<file path="src/hdl/cmlc_pkg.sv">
// Shared codes and types of the curtain motor limit controller.
// Used by every module of the block; depends on nothing.
`timescale 1ns / 1ps
`default_nettype none

package cmlc_pkg;

  // Command codes of the mode field.
  localparam logic [2:0] MODE_NONE  = 3'd0;
  localparam logic [2:0] MODE_OPEN  = 3'd1;
  localparam logic [2:0] MODE_CLOSE = 3'd2;
  localparam logic [2:0] MODE_STOP  = 3'd3;

  // Reply codes.
  localparam logic [2:0] REPLY_NONE           = 3'd0;
  localparam logic [2:0] REPLY_OPENING        = 3'd1;
  localparam logic [2:0] REPLY_ALREADY_OPEN   = 3'd2;
  localparam logic [2:0] REPLY_CLOSING        = 3'd3;
  localparam logic [2:0] REPLY_ALREADY_CLOSED = 3'd4;
  localparam logic [2:0] REPLY_STOPPING       = 3'd5;
  localparam logic [2:0] REPLY_UNKNOWN        = 3'd6;

  // Limit event codes.
  localparam logic [1:0] EVENT_NONE   = 2'd0;
  localparam logic [1:0] EVENT_OPEN   = 2'd1;
  localparam logic [1:0] EVENT_CLOSED = 2'd2;

  // Debounce threshold after reset.
  localparam logic [7:0] DEBOUNCE_RESET = 8'd20;

  // Controller state carried from one pass to the next.
  typedef struct packed {
    logic       moving_open;
    logic       moving_close;
    logic       end_open_flag;
    logic       end_closed_flag;
    logic [7:0] open_hold_count;
    logic [7:0] close_hold_count;
    logic       open_fired;
    logic       close_fired;
  } ctrl_state_t;

  // One result word.
  typedef struct packed {
    logic       drive_open;
    logic       drive_close;
    logic [2:0] reply_code;
    logic [1:0] limit_event;
    logic       at_open_end;
    logic       at_closed_end;
  } result_t;

endpackage

`default_nettype wire

</file>
<file path="src/hdl/cmlc_step.sv">
// Next-state and result logic for one pass of the curtain control loop.
// Purely combinational; depends on cmlc_pkg.
`timescale 1ns / 1ps
`default_nettype none

module cmlc_step
  import cmlc_pkg::*;
(
  input  wire ctrl_state_t state,
  input  wire logic [7:0]  debounce_passes,
  input  wire logic [2:0]  mode,
  input  wire logic        open_limit_low,
  input  wire logic        close_limit_low,
  output ctrl_state_t      state_next,
  output result_t          result
);

  logic [2:0]  reply;
  logic [1:0]  event_code;
  ctrl_state_t s;

  always_comb begin
    s          = state;
    reply      = REPLY_NONE;
    event_code = EVENT_NONE;

    // The command is handled first.
    unique case (mode)
      MODE_NONE: begin
        reply = REPLY_NONE;
      end
      MODE_OPEN: begin
        if (!s.end_open_flag) begin
          s.moving_open  = 1'b1;
          s.moving_close = 1'b0;
          reply          = REPLY_OPENING;
        end else begin
          reply = REPLY_ALREADY_OPEN;
        end
      end
      MODE_CLOSE: begin
        if (!s.end_closed_flag) begin
          s.moving_close = 1'b1;
          s.moving_open  = 1'b0;
          reply          = REPLY_CLOSING;
        end else begin
          reply = REPLY_ALREADY_CLOSED;
        end
      end
      MODE_STOP: begin
        s.moving_open  = 1'b0;
        s.moving_close = 1'b0;
        reply          = REPLY_STOPPING;
      end
      default: begin
        reply = REPLY_UNKNOWN;
      end
    endcase

    // Open-end switch, counted while the motor runs toward it.
    if (!open_limit_low && s.moving_open) begin
      if (s.open_hold_count < debounce_passes) begin
        s.open_hold_count = s.open_hold_count + 8'd1;
      end else if (!s.open_fired) begin
        s.moving_open     = 1'b0;
        s.moving_close    = 1'b0;
        s.open_fired      = 1'b1;
        s.end_open_flag   = 1'b1;
        s.end_closed_flag = 1'b0;
        event_code        = EVENT_OPEN;
      end
    end else begin
      s.open_hold_count = 8'd0;
      s.open_fired      = 1'b0;
    end

    // Closed-end switch, checked after the open end.
    if (!close_limit_low && s.moving_close) begin
      if (s.close_hold_count < debounce_passes) begin
        s.close_hold_count = s.close_hold_count + 8'd1;
      end else if (!s.close_fired) begin
        s.moving_open     = 1'b0;
        s.moving_close    = 1'b0;
        s.close_fired     = 1'b1;
        s.end_open_flag   = 1'b0;
        s.end_closed_flag = 1'b1;
        event_code        = EVENT_CLOSED;
      end
    end else begin
      s.close_hold_count = 8'd0;
      s.close_fired      = 1'b0;
    end
  end

  // Result word reflects the state after the pass.
  assign state_next           = s;
  assign result.drive_open    = s.moving_open;
  assign result.drive_close   = s.moving_close;
  assign result.reply_code    = reply;
  assign result.limit_event   = event_code;
  assign result.at_open_end   = s.end_open_flag;
  assign result.at_closed_end = s.end_closed_flag;

endmodule

`default_nettype wire

</file>
<file path="src/hdl/curtain_motor_limit_controller.sv">
// Top level of the curtain motor limit controller: input register, state,
// result register and threshold register. Depends on cmlc_pkg and cmlc_step.
//
//   Channel  Handshake                 Payload
//   in       in_valid / in_ready       mode, open_limit_low, close_limit_low
//   out      out_valid / out_ready     drive_open, drive_close, reply_code,
//                                      limit_event, at_open_end, at_closed_end
//   cfg      cfg_we                    cfg_wdata (debounce_passes)
//
// One word per cycle is sustained while the output does not stall; a word is
// held in the input register when accepted, then its result is registered.
// The controller state is updated in the same cycle the result is registered,
// so the next word already sees it.
// A stalled output holds its result; the input register keeps one more word.
// Synchronous reset clears state, valids and sets debounce_passes to 20.
`timescale 1ns / 1ps
`default_nettype none

module curtain_motor_limit_controller
  import cmlc_pkg::*;
(
  input  wire  logic       clk,
  input  wire  logic       rst,
  input  wire  logic       in_valid,
  output logic             in_ready,
  input  wire  logic [2:0] mode,
  input  wire  logic       open_limit_low,
  input  wire  logic       close_limit_low,
  output logic             out_valid,
  input  wire  logic       out_ready,
  output logic             drive_open,
  output logic             drive_close,
  output logic [2:0]       reply_code,
  output logic [1:0]       limit_event,
  output logic             at_open_end,
  output logic             at_closed_end,
  input  wire  logic       cfg_we,
  input  wire  logic [7:0] cfg_wdata
);

  logic        in_reg_valid;
  logic [2:0]  in_mode;
  logic        in_open_low;
  logic        in_close_low;
  logic [7:0]  debounce_passes;
  ctrl_state_t state;
  ctrl_state_t state_next;
  result_t     result_next;
  result_t     result;
  logic        advance;

  // The held word moves to the result register when that register is free.
  assign advance  = in_reg_valid && (!out_valid || out_ready);
  assign in_ready = !in_reg_valid || advance;

  // Threshold register.
  always_ff @(posedge clk) begin
    if (rst) begin
      debounce_passes <= DEBOUNCE_RESET;
    end else if (cfg_we) begin
      debounce_passes <= cfg_wdata;
    end
  end

  // Input register.
  always_ff @(posedge clk) begin
    if (rst) begin
      in_reg_valid <= 1'b0;
    end else if (in_ready) begin
      in_reg_valid <= in_valid;
    end
  end

  always_ff @(posedge clk) begin
    if (in_valid && in_ready) begin
      in_mode      <= mode;
      in_open_low  <= open_limit_low;
      in_close_low <= close_limit_low;
    end
  end

  // One pass of the control loop.
  cmlc_step u_step (
    .state           (state),
    .debounce_passes (debounce_passes),
    .mode            (in_mode),
    .open_limit_low  (in_open_low),
    .close_limit_low (in_close_low),
    .state_next      (state_next),
    .result          (result_next)
  );

  // Controller state.
  always_ff @(posedge clk) begin
    if (rst) begin
      state <= '0;
    end else if (advance) begin
      state <= state_next;
    end
  end

  // Result register.
  always_ff @(posedge clk) begin
    if (rst) begin
      out_valid <= 1'b0;
    end else if (advance) begin
      out_valid <= 1'b1;
    end else if (out_ready) begin
      out_valid <= 1'b0;
    end
  end

  always_ff @(posedge clk) begin
    if (advance) begin
      result <= result_next;
    end
  end

  assign drive_open    = result.drive_open;
  assign drive_close   = result.drive_close;
  assign reply_code    = result.reply_code;
  assign limit_event   = result.limit_event;
  assign at_open_end   = result.at_open_end;
  assign at_closed_end = result.at_closed_end;

endmodule

`default_nettype wire

</file>
<file path="config.mk">
export PLATFORM = sky130hd
export DESIGN_NAME = curtain_motor_limit_controller
export DESIGN_NICKNAME = d
export VERILOG_FILES = /design/src/hdl/cmlc_pkg.sv /design/src/hdl/cmlc_step.sv /design/src/hdl/curtain_motor_limit_controller.sv
export SDC_FILE = /design/constraint.sdc
export NUM_CORES = 1
export LEC_CHECK = 0
export BUFFER_PORTS_ARGS = -buffer_cell sky130_fd_sc_hd__buf_2
export CAP_MARGIN = 40
export CORE_UTILIZATION = 59
export DETAILED_ROUTE_END_ITERATION = 8
export PLACE_DENSITY = 0.8
export SYNTH_ARGS = -nofsm -noshare
export SYNTH_HDL_FRONTEND = slang
export SYNTH_HIERARCHICAL = 1
export SYNTH_SLANG_ARGS = --single-unit
</file>
<file path="constraint.sdc">
create_clock -name clk -period 3.2 [get_ports clk]
set_clock_uncertainty 0.05 [all_clocks]
set_input_delay 0.64 -clock clk [delete_from_list [all_inputs] [get_ports clk]]
set_output_delay 0.64 -clock clk [all_outputs]
set_load 0.01 [all_outputs]
</file>
## Yosys cells after proc, flatten, opt, wreduce, memory -nomap -nowiden

Index checks and enable logic that the tools add are counted.

- Flip-flop bits (word level): 46
- Output and inout bits: 11
- Logic and storage cells: 75

- Reductions and logical operators: 16
- Magnitude comparators: 2
- Equal/unequal tests: 7
- Multiplexer cells: 28
- Add/subtract/negate cells: 2

Operators by type and width:

| kind | count |
|---|---|
| $mux W8 | 4 |
| $mux W4 | 6 |
| $add A8 B1 Y8 const B | 2 |
| $lt A8 B8 Y1 | 2 |
| $mux W2 | 8 |
| $pmux W3 S4 | 1 |
| $ne A2 B2 Y1 const B | 4 |
| $reduce_and A2 Y1 | 4 |
| $mux W1 | 7 |
| $eq A3 B2 Y1 const B | 2 |
| $pmux W2 S3 | 1 |
| $logic_and A1 B1 Y1 | 4 |
| $logic_not A1 Y1 | 4 |
| $eq A3 B1 Y1 const B | 1 |
| $logic_not A3 Y1 | 1 |
| $mux W3 | 1 |
| $logic_or A1 B1 Y1 | 2 |
| $reduce_bool A2 Y1 | 1 |

## Depth between registers and ports, before layout

Gate-level depths: netlist (run 1).

- Word-level depth: 8
- Mapped depth: 11
- Gate-level depth less buffers: 9

## Hierarchy

Netlist (run 1), hierarchy kept.

By module, submodules not included:

| module | area each (µm²) | seq. area each (µm²) | instances | cells an instance |
|---|---|---|---|---|
| curtain_motor_limit_controller | 1798.0 | 1061.0 | 1 | 146 |
| cmlc_step | 1013.5 | 0.0 | 1 | 150 |

## Worst setup path before layout (run 1)

Ideal clock, no wire load.

- Path kind: register -> register
- Start point: register debounce_passes[7]
- End point: register, netlist name state[21]
- Period minus slack after synthesis: 2.249 ns
- Arrival: 2.081 ns
- Buffers on the path: 2
- Setup time: 0.118 ns
- Stages on the path, launching flop included: 12
- Setup slack: 0.951 ns
- Path through: dfxtp_1 > inv_1 > ha_1 > and3_1 > nand2_1 > o31ai_2 > and3_1 > buf_2 > and3b_1 > buf_4 > nand2b_1 > mux2i_1

RTL lines:

| element | RTL line | text |
|---|---|---|
| from (decl) | curtain_motor_limit_controller.sv:45 | `logic [7:0] debounce_passes;` |
| from (signal assigned) | curtain_motor_limit_controller.sv:61 | `debounce_passes <= cfg_wdata;` |

## Final worst setup path (run 1)

- Start point: register debounce_passes[7]
- End point: register, netlist name state[15]

- Longest elaborated chain between the ends: 3

RTL lines:

| element | RTL line | text |
|---|---|---|
| $lt A8 B8 Y1 | cmlc_step.sv:62 | `if (s.open_hold_count < debounce_passes) begin` |
| $ne A2 B2 Y1 (no source line) | - |  |
| $reduce_and A2 Y1 (no source line) | - |  |

No other way between the ends.
A chain may end at the register's enable or synchronous reset.

==> results of run 1 <==
## kinds of logic after synthesis
kind of cell | share of synthesized area
and+or+nand+nor | 0.225
AOI/OAI and AO/OA | 0.139
DFF | 0.377
buffers and inverters | 0.0676
muxes | 0.107
adders and majority gates | 0.0712
xor gates and xnor gates | 0.0125
## metal layers
layer  part of all wire  track usage
met5                  0            0
met2               0.48        0.342
met1               0.49        0.284
met4             0.0054       0.0489
met3              0.024       0.0427
## worst max-delay path by stage
stage | start | end | slack [ps] | cells past startpoint
global placement | debounce_passes[7] | state[17] | 760 | 10
detailed placement | debounce_passes[7] | state[15] | 620 | 10
finish | debounce_passes[7] | state[15] | 580 | 10
CTS | debounce_passes[7] | state[15] | 590 | 10
global route | debounce_passes[7] | state[15] | 420 | 10
floorplan | debounce_passes[7] | state[21] | 950 | 11
## sequential cells by signal, summed over array words and instances (netlist names), 2 cells and up
name             flops
state               22
reply_code           3
in_mode              3
limit_event          2
debounce_passes      8
## cell usage after synthesis (all sizes together) (5+ instances only)
| library cell | count | share of area |
|---|---|---|
| o31ai | 5 | 0.015 |
| buf | 14 | 0.042 |
| nand2 | 10 | 0.013 |
| a21oi | 17 | 0.036 |
| mux2i | 30 | 0.11 |
| ha | 16 | 0.071 |
| edfxtp | 14 | 0.15 |
| dfxtp | 32 | 0.23 |
| nor2b | 7 | 0.019 |
| clkbuf | 5 | 0.0067 |
| nor2 | 26 | 0.035 |
| o21ai | 15 | 0.027 |
| or3 | 6 | 0.013 |
| nand3 | 7 | 0.012 |
| inv | 14 | 0.019 |
| nand2b | 46 | 0.11 |
## critical path, stage by stage, from the launching register on
cell	delay, ps
dfxtp_1	340
inv_1	70
ha_1	340
and3_1	230
a221oi_4	290
o31ai_2	130
buf_4	200
or4_1	520
a21oi_1	190
nand2b_1	70
mux2i_1	120
## metrics by stage
step | std cells | utilization | hold slack [ps] | worst slack, ps | total power [mW]
global placement | 359 | 0.648 | 426 | 759 | 0.755
detailed placement | 359 | 0.648 | 432 | 617 | 0.759
CTS | 367 | 0.667 | 445 | 590 | 1.10
global route | 367 | 0.667 | 448 | 417 | 1.13
floorplan | 296 | - | 408 | 951 | 0.736
finish | 367 | 0.667 | 446 | 578 | 1.09
## power breakdown
part	internal [mW]	switching (mW)
clock network	0.150	0.191
registers	0.618	0.0109
logic	0.0535	0.0622
## layout make-up
| cell class | instances | area share |
|---|---|---|
| well taps | 52 | 0.0218 |
| multi-input cells | 217 | 0.525 |
| repair buffers | 30 | 0.0520 |
| flip-flops and latches | 46 | 0.356 |
| inverters | 14 | 0.0176 |
| clock inverters | 3 | 0.00545 |
| clock buffers | 5 | 0.0231 |
==> impl_metrics.json, run 1 <==
{
  "grt_pass1_wl_mm": 8.40,
  "period_needed_ps": 2620,
  "wirelength_mm": 5.01,
  "status": "finished, violations left",
  "cp-start-kind": "flop",
  "syn_avg_cell_area_um2": 9.50,
  "hold_class": "reg2reg",
  "drtAntennaViolNets": 0,
  "rows": 24,
  "critical_path_class": "reg2reg",
  "groute.usage.overall": 0.208,
  "powerDensity_nw_per_um2": 364,
  "drc_errors": 4,
  "ys_types": 44,
  "synth.net_count": 330,
  "min_path_cells": 2,
  "dr_total_vias": 2039,
  "min_to": "state[0]",
  "clk_pin_slew_ps": 90,
  "worst_r2r_path_depth": 10,
  "n_fill_cell": 360,
  "ir_worst_vdd_uv": 209,
  "synth_edf_count": 14,
  "cts_tree": "yes",
  "drive_above_1_share": 0.152,
  "io_pins": 29,
  "final_common_cell": "nand2b_1",
  "gp_congestion": 0.881,
  "hold_start": "state[0]",
  "post_cts_buffers": 0,
  "cap_violations": 0,
  "holdBufCountCts": 0,
  "multiInputGateArea_um2": 1570,
  "path_max_fanout": 15,
  "numCtsBuffers": 5,
  "rsz0062_at_grt": "false",
  "start_util": 0.628,
  "wl_per_cell_um": 13.6,
  "grt_pass1_vias": 1862,
  "syn_to_final_growth_pct": 6.14,
  "slew_headroom": 0.539,
  "slew_viol_final": 0,
  "worst_pin_slew_ps": 692,
  "layout_common_cells": "45 x nand2b_1, 32 x dfxtp_1, 30 x mux2i_1",
  "cts.sinks": 46,
  "first_pass_iters": 6,
  "setup_viol": 0,
  "synth-seq-cells": 46,
  "syn-instance-count": 296,
  "synth_async_sr_flop_share": 0,
  "hold_viol": 0,
  "antenna_found_initial": 0,
  "drtIter0Drc": 170,
  "timing.fmax_mhz": 381,
  "netlist_area_um2": 2810,
  "seq_area_um2": 1060,
  "finalCritPeriodShare": 0.819,
  "cts-resized-gates": 0,
  "r2r_end": "state[15]",
  "ctsHtreeMaxLevel": 2,
  "die_x_um": 71.0,
  "arrival_ps": 2800,
  "fp.dieH_um": 71.0,
  "r2r_start": "debounce_passes[7]",
  "antenna_cells": 0,
  "r2r_setup_slack_ps": 580,
  "yosysWarningCount": 6,
  "ctsRootBufferMaster": "clkbuf_8",
  "grt_max_degree": 55,
  "synth_ff_type": "dfxtp_1",
  "hpwl_mm": 3.54,
  "nets": 348,
  "fin_area_um2": 2980,
  "ys_seq_area_frac": 0.377,
  "leakagePower_nw": 1.13,
  "grt_overflow": 0,
  "vias_per_cell": 5.56,
  "violations": "DRC",
  "clock_latency_ps": 290,
  "post_dp_cell_area_um2": 2900,
  "crit_required_ps": 3380,
  "die_area_um2": 5050,
  "cp-end-kind": "flop",
  "setup_tns_ps": 0,
  "ctsLongestPathBuffers": 2,
  "io_buffers": 28,
  "core_area_um2": 4470
}
No activity file was read; power rests on OpenSTA's default activity.
==> run 2, diff against run 1 <==
--- a/config.mk
+++ b/config.mk
@@ -7,9 +7,9 @@
 export LEC_CHECK = 0
 export BUFFER_PORTS_ARGS = -buffer_cell sky130_fd_sc_hd__buf_2
 export CAP_MARGIN = 40
-export CORE_UTILIZATION = 59
+export CORE_UTILIZATION = 53
 export DETAILED_ROUTE_END_ITERATION = 8
-export PLACE_DENSITY = 0.8
+export PLACE_DENSITY = 0.76
 export SYNTH_ARGS = -nofsm -noshare
 export SYNTH_HDL_FRONTEND = slang
 export SYNTH_HIERARCHICAL = 1
==> constraint.sdc (replaced) <==
create_clock -name clk -period 2.4 [get_ports clk]
set_clock_uncertainty 0.05 [all_clocks]
set_input_delay 0.48 -clock clk [delete_from_list [all_inputs] [get_ports clk]]
set_output_delay 0.48 -clock clk [all_outputs]
set_load 0.01 [all_outputs]
==> run 2 against run 1 <==
Design area up 7.3%; sequential cell count unchanged; highest routed layer unchanged; final cell count up 8.7%; power up 34%; utilization down 4.0 points; the flow now finishes without violations; sequential power up 34%; critical path type unchanged; setup slack worse by 530 ps; non-clock buffer count up 14.
==> impl_metrics.json, run 2 (synthesis gave the netlist of run 1 again) <==
{
  "drtAntennaViolNets": 0,
  "clock_latency_ps": 290,
  "dp.cells": 387,
  "hold_class": "in2reg",
  "groute.usage.overall": 0.190,
  "gp_congestion": 0.816,
  "hold_viol": 0,
  "status": "completed",
  "ir_worst_vdd_uv": 269,
  "path_max_fanout": 8,
  "antenna_found_initial": 0,
  "dp_slack_ps": -94.6,
  "layoutNonFillerInstCount": 399,
  "clk_pin_slew_ps": 90,
  "cp-start-kind": "flop",
  "period_needed_ps": 2360,
  "final_common_cell": "nand2b_1",
  "worst_pin_slew_ps": 727,
  "timing.fmax_mhz": 424,
  "grt_pass1_vias": 1867,
  "top_register": "state",
  "use_met3": 0.0335,
  "fp.dieH_um": 74.8,
  "ctsLongestPathBuffers": 2,
  "rows": 26,
  "first_pass_iters": 4,
  "syn_to_final_growth_pct": 13.9,
  "drc_errors": 0,
  "nets": 362,
  "core_area_um2": 5110,
  "grt_util_met1": 0.247,
  "ctsRootBufferMaster": "clkbuf_8",
  "cp_slowest_stage_delay_ps": 560,
  "min_path_cells": 1,
  "slew_viol_final": 0,
  "grt_use_met2": 0.319,
  "layout_common_cells": "45 x nand2b_1, 30 x mux2i_1, 28 x buf_2",
  "dr_total_vias": 2133,
  "drtIter0Drc": 150,
  "numCtsBuffers": 5,
  "grt_pass1_wl_mm": 8.20,
  "wirelength_mm": 5.20,
  "ctsHtreeMaxLevel": 2,
  "slowest_stage": "or4_4",
  "io_buffers": 28,
  "setup_viol": 0,
  "critical_path_class": "reg2reg",
  "top_regs": "state x22, debounce_passes x8",
  "grt_busiest_layer": "met2",
  "antenna_cells": 0,
  "cp_cell_sequence": "inv_1 -> ha_1 -> and3_4 -> a221oi_4 -> o31ai_4 -> or4_4 -> a21oi_2 -> nand2b_1 -> mux2i_1",
  "cap_violations": 0,
  "leakagePower_nw": 1.22,
  "wl_per_cell_um": 13.0,
  "finalPower_mw": 1.46,
  "slew_headroom": 0.515,
  "cts.sinks": 46,
  "crit_required_ps": 2570,
  "drive_above_1_share": 0.243,
  "final_core_util": 0.627,
  "hpwl_mm": 3.52,
  "setup_ws_ps": 43.7,
  "cts_tree": "yes",
  "hold_slack_ps": 314,
  "grt_max_degree": 55,
  "arrival_ps": 2530,
  "io_pins": 29,
  "largest_reg_flops": 22,
  "worst_r2r_path_depth": 9,
  "cp-end-kind": "flop",
  "die_x_um": 74.8,
  "die_area_um2": 5600,
  "vias_per_cell": 5.35,
  "powerDensity_nw_per_um2": 456,
  "holdBufCountCts": 0,
  "start_util": 0.550,
  "finalCritPeriodShare": 0.982,
  "grt_overflow": 0
}
-- run 2: cell types whose count changed in the layout (fill, tap and decap cells not counted), sizes merged --
| cell | previous run | this run |
|---|---|---|
| clkinvlp | 1 | 0 |
| clkbuf | 5 | 6 |
| buf | 30 | 44 |
-- run 2: final timing paths --
| path | start | endpoint | slack [ps] |
|---|---|---|---|
| setup / recovery | debounce_passes[5] | state[15] | 40 |
| hold / removal | mode[1] | in_mode[1] | 310 |
| setup reg to reg | debounce_passes[5] | state[15] | 40 |
| hold reg to reg | debounce_passes[5] | debounce_passes[5] | 440 |
-- run 2: cell type report --
cell class | count | area [µm²]
clock buffers | 6 | 72.6
clock inverters | 2 | 8.76
multi-input cells | 217 | 1650
inverters | 14 | 52.6
fillers | 449 | 1900
repair buffers | 44 | 264
flip-flops and latches | 46 | 1070
well taps | 70 | 87.6
-- run 2: critical path: cells and delay by family (launching register included) --
| kind | cells | cell delay [ps] |
|---|---|---|
| simple gates | 3 | 830 |
| compound gates | 3 | 600 |
| flops | 1 | 330 |
| fa+ha+maj | 1 | 300 |
| mux | 1 | 110 |
| buf+inv | 1 | 50 |
-- run 2: per-stage QoR --
step	setup TNS (ps)	cell area, µm²
after floorplan	0	2810
after global placement	0	3000
final	0	3200
after global routing	-159	3200
after detailed placement	-590	3000
after CTS	0	3090
-- run 2: repair_timing --
item                                    in CTS  in global routing
pin swaps                                    1                 12
endpoints found under the setup margin      15                 17
resized for setup                            4                 18
buffers inserted                             0                  4
-- run 2: power breakdown --
group          leakage [nW]  switching, mW  internal (mW)  total, mW
registers             0.396         0.0149          0.825      0.840
logic                 0.776         0.0888         0.0822      0.171
clock network        0.0426          0.248          0.201      0.449
-- run 2: per-layer routing --
metal  up-vias  part of all wire
li1       1089                 -
met1       994              0.48
met2        44              0.48
met3         6             0.024
met4         0             0.015
met5         -                 0
==> run 3, diff against run 2 <==
--- a/config.mk
+++ b/config.mk
@@ -7,6 +7,7 @@
 export LEC_CHECK = 0
 export BUFFER_PORTS_ARGS = -buffer_cell sky130_fd_sc_hd__buf_2
 export CAP_MARGIN = 40
+export CORE_MARGIN = 5
 export CORE_UTILIZATION = 53
 export DETAILED_ROUTE_END_ITERATION = 8
 export PLACE_DENSITY = 0.76
==> run 3 against run 2 <==
Routed wire length up 3.0%; global-route usage down 3.5 points; register-to-register slack better by 60 ps; largest power group unchanged; highest routed layer unchanged.
==> impl_metrics.json, run 3 (synthesis gave the netlist of run 1 again) <==
{
  "slew_headroom": 0.550,
  "ir_worst_vdd_uv": 351,
  "hold_viol": 0,
  "cts_tree": "yes",
  "nets": 363,
  "grt_max_degree": 55,
  "layoutNonFillerInstCount": 400,
  "clock_latency_ps": 300,
  "worst_pin_slew_ps": 674,
  "dp_slack_ps": -91.4,
  "period_needed_ps": 2290,
  "internal_power_mw": 1.22,
  "layout_common_cells": "45 x nand2b_1, 30 x mux2i_1, 29 x dfxtp_1",
  "p_clk_frac": 0.367,
  "drive_above_1_share": 0.230,
  "die_area_um2": 6860,
  "dr_total_vias": 2133,
  "largest_reg_flops": 22,
  "arrival_ps": 2490,
  "startpoint": "state[17]",
  "grt_busiest_layer": "met2",
  "io_buffers": 28,
  "critical_path_class": "reg2reg",
  "ctsRootBufferMaster": "clkbuf_8",
  "ctsHtreeMaxLevel": 2,
  "setup_ws_ps": 106,
  "clk_pin_slew_ps": 90,
  "core_area_um2": 5140,
  "sw_frac_of_total": 0.236,
  "critPathTopFamily": "simple AND/OR/NAND/NOR gates",
  "timing.fmax_mhz": 436,
  "antenna_found_initial": 0,
  "p_sw_mw": 0.376,
  "cp_slowest_stage_delay_ps": 540,
  "cp-start-kind": "flop",
  "hold_start": "close_limit_low",
  "path_max_fanout": 8,
  "grt_pass1_vias": 1928,
  "cap_violations": 0,
  "grt_pass1_wl_mm": 8.85,
  "start_util": 0.547,
  "gp_congestion": 0.860,
  "top_regs": "state x22, debounce_passes x8",
  "drc_errors": 0,
  "slew_viol_final": 0,
  "powerDensity_nw_per_um2": 495,
  "ctsLongestPathBuffers": 2,
  "antenna_cells": 0,
  "numCtsBuffers": 5,
  "cts.sinks": 46,
  "final_common_cell": "nand2b_1",
  "fp.dieH_um": 82.8,
  "dp.cells": 387,
  "use_met3": 0.0287,
  "rows": 26,
  "hold_class": "in2reg",
  "drtAntennaViolNets": 0,
  "grt_overflow": 0,
  "power_frac_seq": 0.527,
  "first_pass_iters": 4,
  "combPwrFrac": 0.106,
  "top_register": "state",
  "wirelength_mm": 5.35,
  "n_fill_cell": 449,
  "syn_to_final_growth_pct": 14.5,
  "path_buf_inv": 0,
  "cp_cell_sequence": "ha_4 -> and3_4 -> a221oi_4 -> o31ai_4 -> or4_1 -> a21oi_1 -> nand2b_1 -> mux2i_1",
  "crit_required_ps": 2590,
  "io_pins": 29,
  "setup_viol": 0,
  "die_x_um": 82.8,
  "finalCritPeriodShare": 0.956,
  "vias_per_cell": 5.33,
  "slowest_stage": "or4_1",
  "cp-end-kind": "flop",
  "status": "completed",
  "hpwl_mm": 3.71,
  "r2r_start": "state[17]",
  "grt_util_met1": 0.198,
  "drtIter0Drc": 123,
  "wl_per_cell_um": 13.4,
  "grt_use_met2": 0.251,
  "groute.usage.overall": 0.155,
  "leakagePower_nw": 1.22
}
## run 3: cell types whose count changed in the layout (fill, tap and decap cells not counted), sizes merged
cell and change:
buf +1, bufinv +1, clkbuf -1, clkinv -2, clkinvlp +2
## run 3: final cells by class
class,instances,area (µm²),share of cell area
Inverter,14,52.6,0.0163
Tap cell,70,87.6,0.0272
Clock buffer,5,68.8,0.0214
Timing Repair Buffer,45,272,0.0843
Multi-Input combinational cell,217,1630,0.506
Clock inverter,3,45.0,0.0140
Sequential cell,46,1060,0.331
## run 3: path summary, 6_finish.rpt
check	cells after the start	slack [ps]	end
max	8	110	state[17]
min	1	290	in_close_low
max reg2reg	8	110	state[17]
min reg2reg	2	450	debounce_passes[6]
## run 3: per-layer routing
metal	vias up	share of wire
met2	28	0.50
li1	1096	-
met4	0	0.018
met1	1001	0.45
met5	-	0
met3	8	0.028
## run 3: metrics by stage
step | util | power, mW | instance area, µm² | TNS, ps | hold WS, ps
2_1_floorplan | - | 0.981 | 2810 | 0 | 408
3_3_place_gp | 0.583 | 1.01 | 3000 | 0 | 422
3_5_place_dp | 0.583 | 1.01 | 3000 | -513 | 435
4_1_cts | 0.607 | 1.60 | 3120 | 0 | 282
5_1_grt | 0.626 | 1.67 | 3220 | -1.25 | 270
6_report | 0.626 | 1.59 | 3220 | 0 | 292
## run 3: worst register-to-register path, delay by kind of cell, from the launching register on
family	cells	cell delay [ps]
compound gates	3	590
fa+ha+maj	1	240
mux	1	120
simple gates	3	790
flops	1	440
## run 3: timing repair
| item | CTS | global route |
|---|---|---|
| cloned | 0 | 0 |
| setup endpoints to repair | 11 | 19 |
| pin swaps | 0 | 7 |
| buffers inserted | 0 | 5 |
| resized for setup | 2 | 13 |
| hold buffers | 0 | 0 |
## run 3: power groups by stage
| stage | registers (mW) | logic [mW] | clock network [mW] |
|---|---|---|---|
| after floorplan | 0.858 | 0.123 | 0 |
| after global placement | 0.857 | 0.153 | 0 |
| after detailed placement | 0.858 | 0.157 | 0 |
| after CTS | 0.840 | 0.159 | 0.603 |
| after global routing | 0.844 | 0.185 | 0.645 |
| final | 0.840 | 0.168 | 0.584 |
